File: src/rtl/kpc_pkg.sv
package kpc_pkg;

  // Field widths
  localparam int unsigned PressW = 10;
  localparam int unsigned HoldW  = 8;

  // Register reset values
  localparam logic [PressW-1:0] LongPressRst  = 10'd600;
  localparam logic [PressW-1:0] ShortPressRst = 10'd10;
  localparam logic [HoldW-1:0]  LevelHoldRst  = 8'd20;

  // Configuration port
  localparam int unsigned AddrW = 4;

  typedef enum logic [1:0] {
    RegLongPress  = 2'd0,
    RegShortPress = 2'd1,
    RegLevelHold  = 2'd2
  } reg_idx_e;

  // Input item, first field in bit 3, last field in bit 0
  typedef struct packed {
    logic charging_key_level;
    logic safety_key_level;
    logic function_key_level;
    logic tick;
  } item_t;

  // Result item, first field in bit 3, last field in bit 0
  typedef struct packed {
    logic charging_active;
    logic safety_active;
    logic long_press;
    logic short_press;
  } result_t;

endpackage

File: src/rtl/key_press_classifier.sv
// The result register loads when an accepted input item moves on from the input register,
// which happens once the result register is free or is being emptied; m_axis_tvalid
// rises when the result register loads (input register, then result register).
// Throughput: one item per clock; a full result register that is not taken stalls the
// input register, which in turn drops s_axis_tready.
// Reset (rst_ni low, asynchronous): both registers empty, press and hold counters and
// the last function level cleared, thresholds back to 600, 10 and 20 ticks.
module key_press_classifier (
  input  logic                       clk_i,
  input  logic                       rst_ni,
  // Input stream, tdata: tick, function_key_level, safety_key_level,
  // charging_key_level, 4 bits of zero fill
  input  logic                       s_axis_tvalid,
  output logic                       s_axis_tready,
  input  logic [7:0]                 s_axis_tdata,
  // Result stream, tdata: short_press, long_press, safety_active,
  // charging_active, 4 bits of zero fill
  output logic                       m_axis_tvalid,
  input  logic                       m_axis_tready,
  output logic [7:0]                 m_axis_tdata,
  // Configuration port
  input  logic                       psel,
  input  logic                       penable,
  input  logic                       pwrite,
  input  logic [kpc_pkg::AddrW-1:0]  paddr,
  input  logic [31:0]                pwdata,
  output logic [31:0]                prdata,
  output logic                       pready
);
  import kpc_pkg::*;

  // Configuration registers
  logic [PressW-1:0] long_ticks_q, short_ticks_q;
  logic [HoldW-1:0]  hold_ticks_q;
  reg_idx_e          reg_idx;
  logic              cfg_wr;

  // Pipeline registers
  logic    in_valid_q, out_valid_q;
  item_t   in_item_q;
  result_t out_res_q, out_res_d;
  logic    advance;

  // Block state
  logic              last_level_q, last_level_d;
  logic [PressW-1:0] press_len_q, press_len_d;
  logic [HoldW-1:0]  safety_cnt_q, safety_cnt_d;
  logic [HoldW-1:0]  charge_cnt_q, charge_cnt_d;
  logic              safety_act, charge_act;

  logic [PressW:0]   press_inc;
  logic [HoldW:0]    safety_inc, charge_inc;

  // Register file access
  assign pready  = 1'b1;
  assign reg_idx = reg_idx_e'(paddr[AddrW-1:2]);
  assign cfg_wr  = psel & penable & pwrite;

  always_comb begin
    case (reg_idx)
      RegLongPress:  prdata = {{(32-PressW){1'b0}}, long_ticks_q};
      RegShortPress: prdata = {{(32-PressW){1'b0}}, short_ticks_q};
      RegLevelHold:  prdata = {{(32-HoldW){1'b0}}, hold_ticks_q};
      default:       prdata = '0;
    endcase
  end

  always_ff @(posedge clk_i or negedge rst_ni) begin
    if (!rst_ni) begin
      long_ticks_q  <= LongPressRst;
      short_ticks_q <= ShortPressRst;
      hold_ticks_q  <= LevelHoldRst;
    end else if (cfg_wr) begin
      case (reg_idx)
        RegLongPress:  long_ticks_q  <= pwdata[PressW-1:0];
        RegShortPress: short_ticks_q <= pwdata[PressW-1:0];
        RegLevelHold:  hold_ticks_q  <= pwdata[HoldW-1:0];
        default: ;
      endcase
    end
  end

  // Handshake: move the input register on whenever the result register frees up
  assign advance       = in_valid_q & (~out_valid_q | m_axis_tready);
  assign s_axis_tready = ~in_valid_q | advance;

  always_ff @(posedge clk_i or negedge rst_ni) begin
    if (!rst_ni) begin
      in_valid_q <= 1'b0;
    end else if (s_axis_tready) begin
      in_valid_q <= s_axis_tvalid;
    end
  end

  always_ff @(posedge clk_i) begin
    if (s_axis_tready && s_axis_tvalid) begin
      in_item_q <= item_t'(s_axis_tdata[3:0]);
    end
  end

  // Classify the press and update the low-level counters
  assign press_inc  = {1'b0, press_len_q} + 1'b1;
  assign safety_inc = {1'b0, safety_cnt_q} + 1'b1;
  assign charge_inc = {1'b0, charge_cnt_q} + 1'b1;

  always_comb begin
    last_level_d = last_level_q;
    press_len_d  = press_len_q;
    safety_cnt_d = safety_cnt_q;
    charge_cnt_d = charge_cnt_q;
    safety_act   = 1'b0;
    charge_act   = 1'b0;
    out_res_d    = '0;
    if (in_item_q.tick) begin
      // Function key: a level change ends the press
      if (in_item_q.function_key_level != last_level_q) begin
        last_level_d = in_item_q.function_key_level;
        if (press_len_q >= long_ticks_q) begin
          out_res_d.long_press = 1'b1;
        end else if (press_len_q > short_ticks_q) begin
          out_res_d.short_press = 1'b1;
        end
        press_len_d = '0;
      end else if (!in_item_q.function_key_level) begin
        if (press_inc >= {1'b0, long_ticks_q}) begin
          press_len_d = long_ticks_q;
        end else begin
          press_len_d = press_inc[PressW-1:0];
        end
      end
      // Safety input: saturate at the hold count
      if (in_item_q.safety_key_level) begin
        safety_cnt_d = '0;
      end else if (safety_inc > {1'b0, hold_ticks_q}) begin
        safety_cnt_d = hold_ticks_q;
        safety_act   = 1'b1;
      end else begin
        safety_cnt_d = safety_inc[HoldW-1:0];
      end
      // Charging input: same rule
      if (in_item_q.charging_key_level) begin
        charge_cnt_d = '0;
      end else if (charge_inc > {1'b0, hold_ticks_q}) begin
        charge_cnt_d = hold_ticks_q;
        charge_act   = 1'b1;
      end else begin
        charge_cnt_d = charge_inc[HoldW-1:0];
      end
      out_res_d.safety_active   = safety_act;
      out_res_d.charging_active = charge_act;
    end
  end

  // Commit state together with the result
  always_ff @(posedge clk_i or negedge rst_ni) begin
    if (!rst_ni) begin
      last_level_q <= 1'b0;
      press_len_q  <= '0;
      safety_cnt_q <= '0;
      charge_cnt_q <= '0;
      out_valid_q  <= 1'b0;
    end else begin
      if (advance) begin
        last_level_q <= last_level_d;
        press_len_q  <= press_len_d;
        safety_cnt_q <= safety_cnt_d;
        charge_cnt_q <= charge_cnt_d;
        out_valid_q  <= 1'b1;
      end else if (m_axis_tready) begin
        out_valid_q  <= 1'b0;
      end
    end
  end

  always_ff @(posedge clk_i) begin
    if (advance) begin
      out_res_q <= out_res_d;
    end
  end

  assign m_axis_tvalid = out_valid_q;
  assign m_axis_tdata  = {4'b0000, out_res_q};

  // Checks
  a_press_exclusive: assert property (@(posedge clk_i) disable iff (!rst_ni)
    out_valid_q |-> !(out_res_q.short_press && out_res_q.long_press))
    else $error("short and long press reported together");

  a_no_tick_zero: assert property (@(posedge clk_i) disable iff (!rst_ni)
    (advance && !in_item_q.tick) |=> (out_res_q == '0))
    else $error("result without tick is not zero");

  a_no_tick_hold: assert property (@(posedge clk_i) disable iff (!rst_ni)
    (advance && !in_item_q.tick) |=>
      ($stable(press_len_q) && $stable(safety_cnt_q) && $stable(charge_cnt_q)))
    else $error("state changed without tick");

  a_stall_keeps_item: assert property (@(posedge clk_i) disable iff (!rst_ni)
    (in_valid_q && !advance) |=> (in_valid_q && $stable(in_item_q)))
    else $error("stalled input item lost");

endmodule
File: config.mk
export PLATFORM = sky130hd
export DESIGN_NAME = key_press_classifier
export DESIGN_NICKNAME = d
export VERILOG_FILES = /design/src/rtl/kpc_pkg.sv /design/src/rtl/key_press_classifier.sv
export SDC_FILE = /design/constraint.sdc
export NUM_CORES = 1
export LEC_CHECK = 0
export BUFFER_PORTS_ARGS = -buffer_cell sky130_fd_sc_hd__buf_4
export CAP_MARGIN = 20
export CORE_MARGIN = 2
export CORE_UTILIZATION = 40
export CTS_CLUSTER_SIZE = 40
export DETAILED_ROUTE_END_ITERATION = 8
export GPL_ROUTABILITY_DRIVEN = 1
export RECOVER_POWER = 50
export SLEW_MARGIN = 20
export SYNTH_ARGS = -nofsm -noshare
export SYNTH_HDL_FRONTEND = slang
export SYNTH_SLANG_ARGS = --single-unit
File: constraint.sdc
create_clock -name clk_i -period 3.5 [get_ports clk_i]
set_input_delay 0.525 -clock clk_i [delete_from_list [all_inputs] [get_ports clk_i]]
set_output_delay 0.525 -clock clk_i [all_outputs]
set_load 0.01 [all_outputs]
==> flow_metrics.tcl <==
set metrics [dict create \
    synthesis.instances 491 \
    synth_area_per_cell_um2 9.58 \
    synth_top_flop_cell "sky130_fd_sc_hd__dfrtp_1" \
    antenna_violations_before_repair 0 \
    wire_length_of_the_first_global_routing_pass_mm 17.7 \
    ys_warn_count 0 \
    share_of_total_power_in_the_clock_network 0.250 \
    clk_pin_slew_worst_paths_ns 0.05 \
    floorplan.die.width_um 112 \
    post_cts.repair.setup_buffers 0 \
    finalCritPeriodShare 0.899 \
    hold_path.startpoint "s_axis_tvalid" \
    worstMarginPinSlew_ns 1.46 \
    synth-seq-cells 65 \
    worst-r2r-cell-count 11 \
    max_slew_margin 0.0261 \
    numPortBuffers 38 \
    most_frequent_cells_in_the_layout "sky130_fd_sc_hd__nand2_1 (50), sky130_fd_sc_hd__ha_1 (50), sky130_fd_sc_hd__dfrtp_1 (49)" \
    grt_usage 0.177 \
    io_pins 94 \
    totalNegativeSetupSlack_ns 0 \
    seq_area_frac_synth 0.356 \
    r2r_slack_ns 0.35 \
    cts-htree-levels 3 \
    sequential_cell_fraction_of_total_power 0.352 \
    routed_wl_mm 10.6 \
    drt-pass1-iter-count 4 \
    avgRoutedWirePerCell_um 15.7 \
    grt.busiest_layer "met2" \
    post_cts_resize_count 0 \
    swShare 0.375 \
    gr_layer_usage_met3 0.0292 \
    pwr-share-comb 0.398 \
    clock_tree_from_tritoncts "done" \
    dieArea_um2 12600 \
    critical_register_to_register_path_startpoint "press_len_q[1]$_DFFE_PN0P_" \
    vdd_ir_drop_max_v 0.000325 \
    hold_viol_final 0 \
    crit_arrival_ns 3.40 \
    layout.core_utilization 0.460 \
    synth_edf_count 8 \
    status "finished, final reports clean" \
    post-place-ws_ns 0.454 \
    dp_hpwl_mm 8.31 \
    clock_insertion_delay_worst_skew_ns 0.33 \
    cts-buffers-inserted 9 \
    internal_power_w 0.00205 \
    worst_min_delay_path_class "in -> reg" \
    floorplan.initialDensity 0.410 \
    vias 3611 \
    hold_depth 2 \
    fmax_mhz 318 \
    drt.antenna.violating_nets 0 \
    finalMaxSlewViolations 0 \
    tritoncts_num_sinks 65 \
    flow.area_growth_from_synthesis_pct 12.1 \
    num_rows 39 \
    path_class "reg -> reg" \
    grt_max_degree 58 \
    placeableCoreArea_um2 11500 \
    finalPower_w 0.00328 \
    diodes 0 \
    die_h_um 112 \
    synth-async-reset-ratio 0.877 \
    critPathRequiredTime_ns 3.75 \
    setup.worst_path.start_class "flip-flop" \
    drt-initial-drc-count 143 \
    grtUsageMet1 0.227 \
    rsz_0062_raised_after_global_routing "no" \
    gr-total-overflow 0 \
    cp-end-kind "flip-flop" \
    critPathMaxFanout 16 \
    vias_per_cell 5.35 \
    report.final.setup_viol 0 \
    switchingPower_w 0.00123 \
    detail_route.drc_violations 0 \
    power.density_nw_per_um2 622 \
    whs_endpoint "in_valid_q$_DFFE_PN0N_" \
    gp_routability_congestion 0.920 \
    final.setup.worst_slack_ns 0.353 \
    post_route_cells_drive_above_1_share 0.160 \
    grt_pass1_vias 3580 \
    maxCapViolCount 0 \
    p_leak_nw 2.49 \
    final_period_minus_worst_setup_slack_ns 3.15 \
    grtUsageMet2 0.298 \
    syn-cell-area_um2 4710 \
    fin_nets 628 \
    netlist-cell-type-count 60 \
    cts-hold-fix-buffers 0 \
    clock_root_buffer "sky130_fd_sc_hd__clkbuf_16" \
    r2r_end "press_len_q[0]$_DFFE_PN0P_" \
    clock-skew-final_ns 0.00523 \
    cts_buffer_depth 2 \
]
-- area by class of cell --
| cell class | count | area [µm²] |
|---|---|---|
| flip-flops and latches | 65 | 1680 |
| multi-input cells | 376 | 2720 |
| clock inverters | 3 | 17.5 |
| clock buffers | 13 | 250 |
| repair buffers | 42 | 305 |
| well taps | 143 | 179 |
| inverters | 33 | 124 |
| fillers | 1115 | 6190 |
-- state kept, by name, indices dropped and copies added (netlist names) --
register / count
in_valid_q: 1
press_len_q: 10
long_ticks_q: 10
m_axis_tvalid: 1
last_level_q: 1
m_axis_tdata: 4
hold_ticks_q: 8
in_item_q: 4
charge_cnt_q: 8
safety_cnt_q: 8
short_ticks_q: 10
-- cells in the mapped netlist (2+ instances only) --
cell type / count / share of area
sky130_fd_sc_hd__conb_1: 2 / 0.0016
sky130_fd_sc_hd__o311ai_0: 3 / 0.0056
sky130_fd_sc_hd__nor2_1: 16 / 0.013
sky130_fd_sc_hd__xnor2_1: 10 / 0.019
sky130_fd_sc_hd__o31ai_1: 8 / 0.013
sky130_fd_sc_hd__o221a_2: 2 / 0.0048
sky130_fd_sc_hd__a211oi_1: 4 / 0.0064
sky130_fd_sc_hd__nand2b_1: 7 / 0.0093
sky130_fd_sc_hd__mux2i_1: 28 / 0.060
sky130_fd_sc_hd__o2bb2ai_1: 8 / 0.015
sky130_fd_sc_hd__edfxtp_1: 8 / 0.051
sky130_fd_sc_hd__o22ai_1: 3 / 0.0040
sky130_fd_sc_hd__and2_1: 2 / 0.0027
sky130_fd_sc_hd__nor3b_1: 2 / 0.0032
sky130_fd_sc_hd__mux2_2: 11 / 0.026
sky130_fd_sc_hd__buf_1: 2 / 0.0016
sky130_fd_sc_hd__ha_1: 50 / 0.13
sky130_fd_sc_hd__dfstp_2: 8 / 0.045
sky130_fd_sc_hd__and3_1: 10 / 0.013
sky130_fd_sc_hd__buf_4: 27 / 0.043
sky130_fd_sc_hd__a21o_1: 4 / 0.0064
sky130_fd_sc_hd__inv_1: 33 / 0.026
sky130_fd_sc_hd__dfrtp_1: 49 / 0.26
sky130_fd_sc_hd__o211ai_1: 2 / 0.0032
sky130_fd_sc_hd__clkbuf_1: 10 / 0.0080
sky130_fd_sc_hd__nand2_1: 50 / 0.040
sky130_fd_sc_hd__o21ai_0: 43 / 0.046
sky130_fd_sc_hd__a31oi_1: 7 / 0.0093
sky130_fd_sc_hd__nor4_1: 2 / 0.0027
sky130_fd_sc_hd__nor3_1: 3 / 0.0032
sky130_fd_sc_hd__nand3b_1: 3 / 0.0048
sky130_fd_sc_hd__xor2_1: 10 / 0.019
sky130_fd_sc_hd__nand4_1: 9 / 0.012
sky130_fd_sc_hd__nand3_1: 12 / 0.013
sky130_fd_sc_hd__o31a_1: 2 / 0.0037
sky130_fd_sc_hd__o21a_1: 2 / 0.0032
sky130_fd_sc_hd__nor2b_1: 5 / 0.0066
sky130_fd_sc_hd__a21oi_1: 12 / 0.013
-- metrics by stage --
step	instances	instance area [µm²]	hold slack (ns)
6_report	675	5270	0.391
5_1_grt	675	5270	0.388
4_1_cts	675	5290	0.290
3_5_place_dp	659	5020	0.487
3_3_place_gp	659	5020	0.476
2_1_floorplan	516	4800	0.229
-- worst max path at each step --
stage                                 from                             to  slack (ns)  cells after the start
5_1_grt         press_len_q[1]$_DFFE_PN0P_     press_len_q[0]$_DFFE_PN0P_        0.14                     11
6_report        press_len_q[1]$_DFFE_PN0P_     press_len_q[0]$_DFFE_PN0P_        0.35                     11
3_3_place_gp    press_len_q[1]$_DFFE_PN0P_     press_len_q[0]$_DFFE_PN0P_        0.47                     11
4_1_cts         press_len_q[1]$_DFFE_PN0P_     press_len_q[0]$_DFFE_PN0P_        0.39                     11
2_1_floorplan  charge_cnt_q[0]$_DFFE_PN0P_  m_axis_tdata[3]$_SDFFCE_PP0P_        0.52                     10
3_5_place_dp    press_len_q[1]$_DFFE_PN0P_     press_len_q[0]$_DFFE_PN0P_        0.45                     11
-- logic make-up after synthesis --
group                    count (synthesis)  synth area share
AND/OR/NAND/NOR                        131             0.144
AO/OA/AOI/OAI                          109             0.158
buffers and inverters                   75            0.0843
flip-flops                              65             0.356
adder cells (fa/ha/maj)                 50             0.133
multiplexers                            39            0.0859
XOR/XNOR                                20            0.0372
other                                    2           0.00160
-- per-layer routing --
layer  part of all wire  vias to the layer above
met2               0.50                       49
met4              0.021                        0
met5                  0                        -
met3              0.023                       14
met1               0.45                     1757
li1                   -                     1791
-- critical path, stage by stage, from the launching register on --
cell and delay, ns:
sky130_fd_sc_hd__dfrtp_1 0.48, sky130_fd_sc_hd__ha_1 0.31, sky130_fd_sc_hd__and3_4 0.25, sky130_fd_sc_hd__nand3_1 0.19, sky130_fd_sc_hd__xnor2_1 0.19, sky130_fd_sc_hd__ha_1 0.20, sky130_fd_sc_hd__a22o_1 0.17, sky130_fd_sc_hd__nor4_1 0.24
sky130_fd_sc_hd__o221a_2 0.28, sky130_fd_sc_hd__o22ai_4 0.18, sky130_fd_sc_hd__or4_1 0.45, sky130_fd_sc_hd__o211ai_1 0.10
-- power by group through the flow --
stage / Combinational (W) / Sequential [W] / Clock, W
2_1_floorplan: 0.00102 / 0.00110 / 0
3_3_place_gp: 0.00127 / 0.00116 / 0
3_5_place_dp: 0.00131 / 0.00117 / 0
4_1_cts: 0.00132 / 0.00115 / 0.000841
5_1_grt: 0.00148 / 0.00118 / 0.000872
6_report: 0.00130 / 0.00116 / 0.000819
Power figures use the tool's default switching activity.
